**src/sv/lams_ram.sv**
```systemverilog
// Generic simple dual-port RAM with one write port and a registered read port.
module lams_ram #(
  parameter int unsigned Width = 8,
  parameter int unsigned Depth = 16,
  localparam int unsigned AddrW = $clog2(Depth)
) (
  input  logic             clk_i,
  input  logic             we_i,
  input  logic [AddrW-1:0] waddr_i,
  input  logic [Width-1:0] wdata_i,
  input  logic [AddrW-1:0] raddr_i,
  output logic [Width-1:0] rdata_o
);

  logic [Width-1:0] mem [Depth];
  logic [Width-1:0] rdata_q;

  always_ff @(posedge clk_i) begin
    if (we_i) begin
      mem[waddr_i] <= wdata_i;
    end
    rdata_q <= mem[raddr_i];
  end

  assign rdata_o = rdata_q;

endmodule

```
**config.mk**
```make
export PLATFORM = sky130hd
export DESIGN_NAME = lams_ram
export DESIGN_NICKNAME = d
export VERILOG_FILES = /design/src/sv/lams_ram.sv
export SDC_FILE = /design/constraint.sdc
export NUM_CORES = 1
export LEC_CHECK = 0
export BUFFER_PORTS_ARGS = -buffer_cell sky130_fd_sc_hd__buf_2
export CAP_MARGIN = 25
export CORE_AREA = 2 2 134 136
export CTS_BUF_LIST = sky130_fd_sc_hd__clkbuf_16
export CTS_CLUSTER_SIZE = 20
export DETAILED_ROUTE_END_ITERATION = 6
export DIE_AREA = 0 0 136 138
export HOLD_SLACK_MARGIN = 0.02
export PLACE_DENSITY_LB_ADDON = 0.2
export SYNTH_ARGS = -nofsm -noshare
export SYNTH_HDL_FRONTEND = slang
export SYNTH_SLANG_ARGS = --single-unit
export TNS_END_PERCENT = 10
```
**constraint.sdc**
```tcl
create_clock -name clk_i -period 1.9 [get_ports clk_i]
set_clock_uncertainty 0.05 [all_clocks]
set_input_delay 0.19 -clock clk_i [delete_from_list [all_inputs] [get_ports clk_i]]
set_output_delay 0.19 -clock clk_i [all_outputs]
set_load 0.01 [all_outputs]
```
==> flow_summary.yaml <==
run_status:
  status: "completed"
worst_setup_path:
  path_max_fanout: 1
  critPathTopFamily: "multiplexers"
  crit_type: "flip-flop to flip-flop"
  slowest_stage: "mux4_2"
  path_buf_inv: 0
  critPathArrivalTime_ns: 1.72
  worstPathRequired_ns: 2.13
  cp-end-kind: "flip-flop"
  cp-start-kind: "flip-flop"
  crit_path_cell_trace: "mux4_2 -> a22oi_1 -> nand2_1"
  critical-path-max-stage-delay_ns: 0.49
finish:
  drive_above_1_share: 0.303
  final_cell_mix: "128 x edfxtp_1, 28 x buf_4, 25 x buf_2, 18 x mux4_2, 17 x clkbuf_16"
  antenna_cells: 0
  final_area_um2: 6250
  layout.cells.most_common: "edfxtp_1"
  nNetsFinal: 312
  syn_to_final_growth_pct: 21.4
timing:
  tightest_slew_ns: 0.397
  fmax_mhz: 672
  post-route-min-period_ns: 1.49
  slew-limit-headroom: 0.736
  finalSetupViolations: 0
  finalCritPeriodShare: 0.783
  rsz0062_at_grt: "false"
  hold_viol_final: 0
  tns_ns: 0
  holdWs_ns: 0.121
  slew_violations: 0
floorplan:
  die_area_um2: 18800
  start_util: 0.294
  design.core.area_um2: 17500
  num_rows: 49
  io_pins: 26
  die_h_um: 138
  die_w_um: 136
synthesis:
  yosysUniqueCellTypes: 19
  ys_ff_latch: 136
  syn_inst: 229
  synth_area_per_cell_um2: 22.5
  syn-cell-area_um2: 5150
  yosysWarnings: 0
  synth_nets: 247
  ys_seq_area_frac: 0.778
clocking:
  cts_htree_levels: 4
  cts_resized: 0
  cts-buffers-inserted: 17
  cts_tree: "done"
  clock_path_buffers: 2
  clock-sinks: 136
  hold_buffers: 0
  clkLatencyLatePin_ns: 0.41
  postCtsSetupBuffers: 0
  cts.root.buffer_cell: "clkbuf_16"
  clk_pin_slew_ns: 0.06
pwr:
  power_w: 0.00654
  max-vdd-ir-drop_uv: 659
  p_leak_nw: 2.14
  p_per_area_nw_per_um2: 1050
route:
  drtAntennaViolNets: 0
  dr.pass1.iters: 4
  drt_wl_total_um: 11000
  via_count: 2485
  drcViolationCount: 0
  wl_per_cell_um: 20.5
  vias_per_cell: 4.64
  drt_iter0_markers: 240
global_routing:
  grt_max_degree: 33
  first_global_vias: 2610
  overflow: 0
  track_usage: 0.127
  grt_pass1_wl_um: 16500
  antenna_found_initial: 0
placed_design:
  hpwl_um: 7270
  place_congestion: 0.744
  place_area_um2: 5740
  portBuffers: 25
hold_path:
  holdCritPathClass: "primary input to flip-flop"
job:
  drv_cap: 0
cell type report:
class / count / area [µm²]
tap: 229 / 287
multi-input combinational: 83 / 1060
clock inverter: 15 / 82.6
fill: 1686 / 11300
timing repair buffer: 56 / 395
sequential: 136 / 4000
clock buffer: 17 / 425
through the flow:
step           instances  setup WS, ns   util
6_report             536         0.412  0.357
5_1_grt              536         0.362  0.357
4_1_cts              536         0.401  0.357
3_5_place_dp         504         0.162  0.328
3_3_place_gp         504         0.154  0.328
2_1_floorplan        229         0.167      -
flip-flops by register name (all words and copies together), names as in the netlist:
name	cells
mem	128
rdata_o	8
cells by family after synthesis:
family	Yosys count	share of synthesized area
AO/OA/AOI/OAI	16	0.0233
buffers and inverters	10	0.0168
multiplexers	32	0.150
flip-flops	136	0.778
AND/OR/NAND/NOR	35	0.0318
metal layers:
metal	GRT usage	vias up	share of wire
li1	-	1106	-
met1	0.183	1307	0.47
met2	0.181	61	0.46
met3	0.0385	11	0.053
met4	0.0466	0	0.012
met5	0	-	0
worst register-to-register path, delay by kind of cell (launching register included):
kind / cells / cell delay (ns)
flops: 1 / 0.35
compound gates: 1 / 0.33
mux: 1 / 0.49
simple gates: 1 / 0.14
synthesized netlist by cell type:
library cell     count  share of area
dfxtp_1              8          0.031
and2_1               1         0.0012
buf_2                3         0.0029
nand3_1              1        0.00097
mux4_2              18          0.079
a22oi_1             16          0.023
nand2_1              9         0.0066
buf_6                3         0.0066
nor2b_1              1         0.0012
mux4_1              14          0.071
and2b_1              1         0.0015
nand2b_1             2         0.0024
edfxtp_1           128           0.75
clkdlybuf4s25_2      3         0.0058
nor2_1              13         0.0095
nand3b_1             2         0.0029
nor3_1               4         0.0039
buf_4                1         0.0015
or3b_2               1         0.0017
worst paths after layout:
kind | startpoint | endpoint | slack, ns | cells past startpoint
worst max-delay path | mem[3][7] | rdata_o[7] | 0.41 | 3
worst min-delay path | wdata_i[5] | mem[11][5] | 0.12 | 1
worst max register to register | mem[3][7] | rdata_o[7] | 0.41 | 3
worst min register to register | mem[7][4] | rdata_o[4] | 0.63 | 3
where the power goes:
group / total [W] / internal [W] / switching [W]
Sequential: 0.00338 / 0.00336 / 0.0000207
Combinational: 0.000339 / 0.000147 / 0.000192
Clock: 0.00283 / 0.00173 / 0.00110
Total: 0.00654 / 0.00523 / 0.00131
Note: power is estimated with default switching activity, not from simulation.
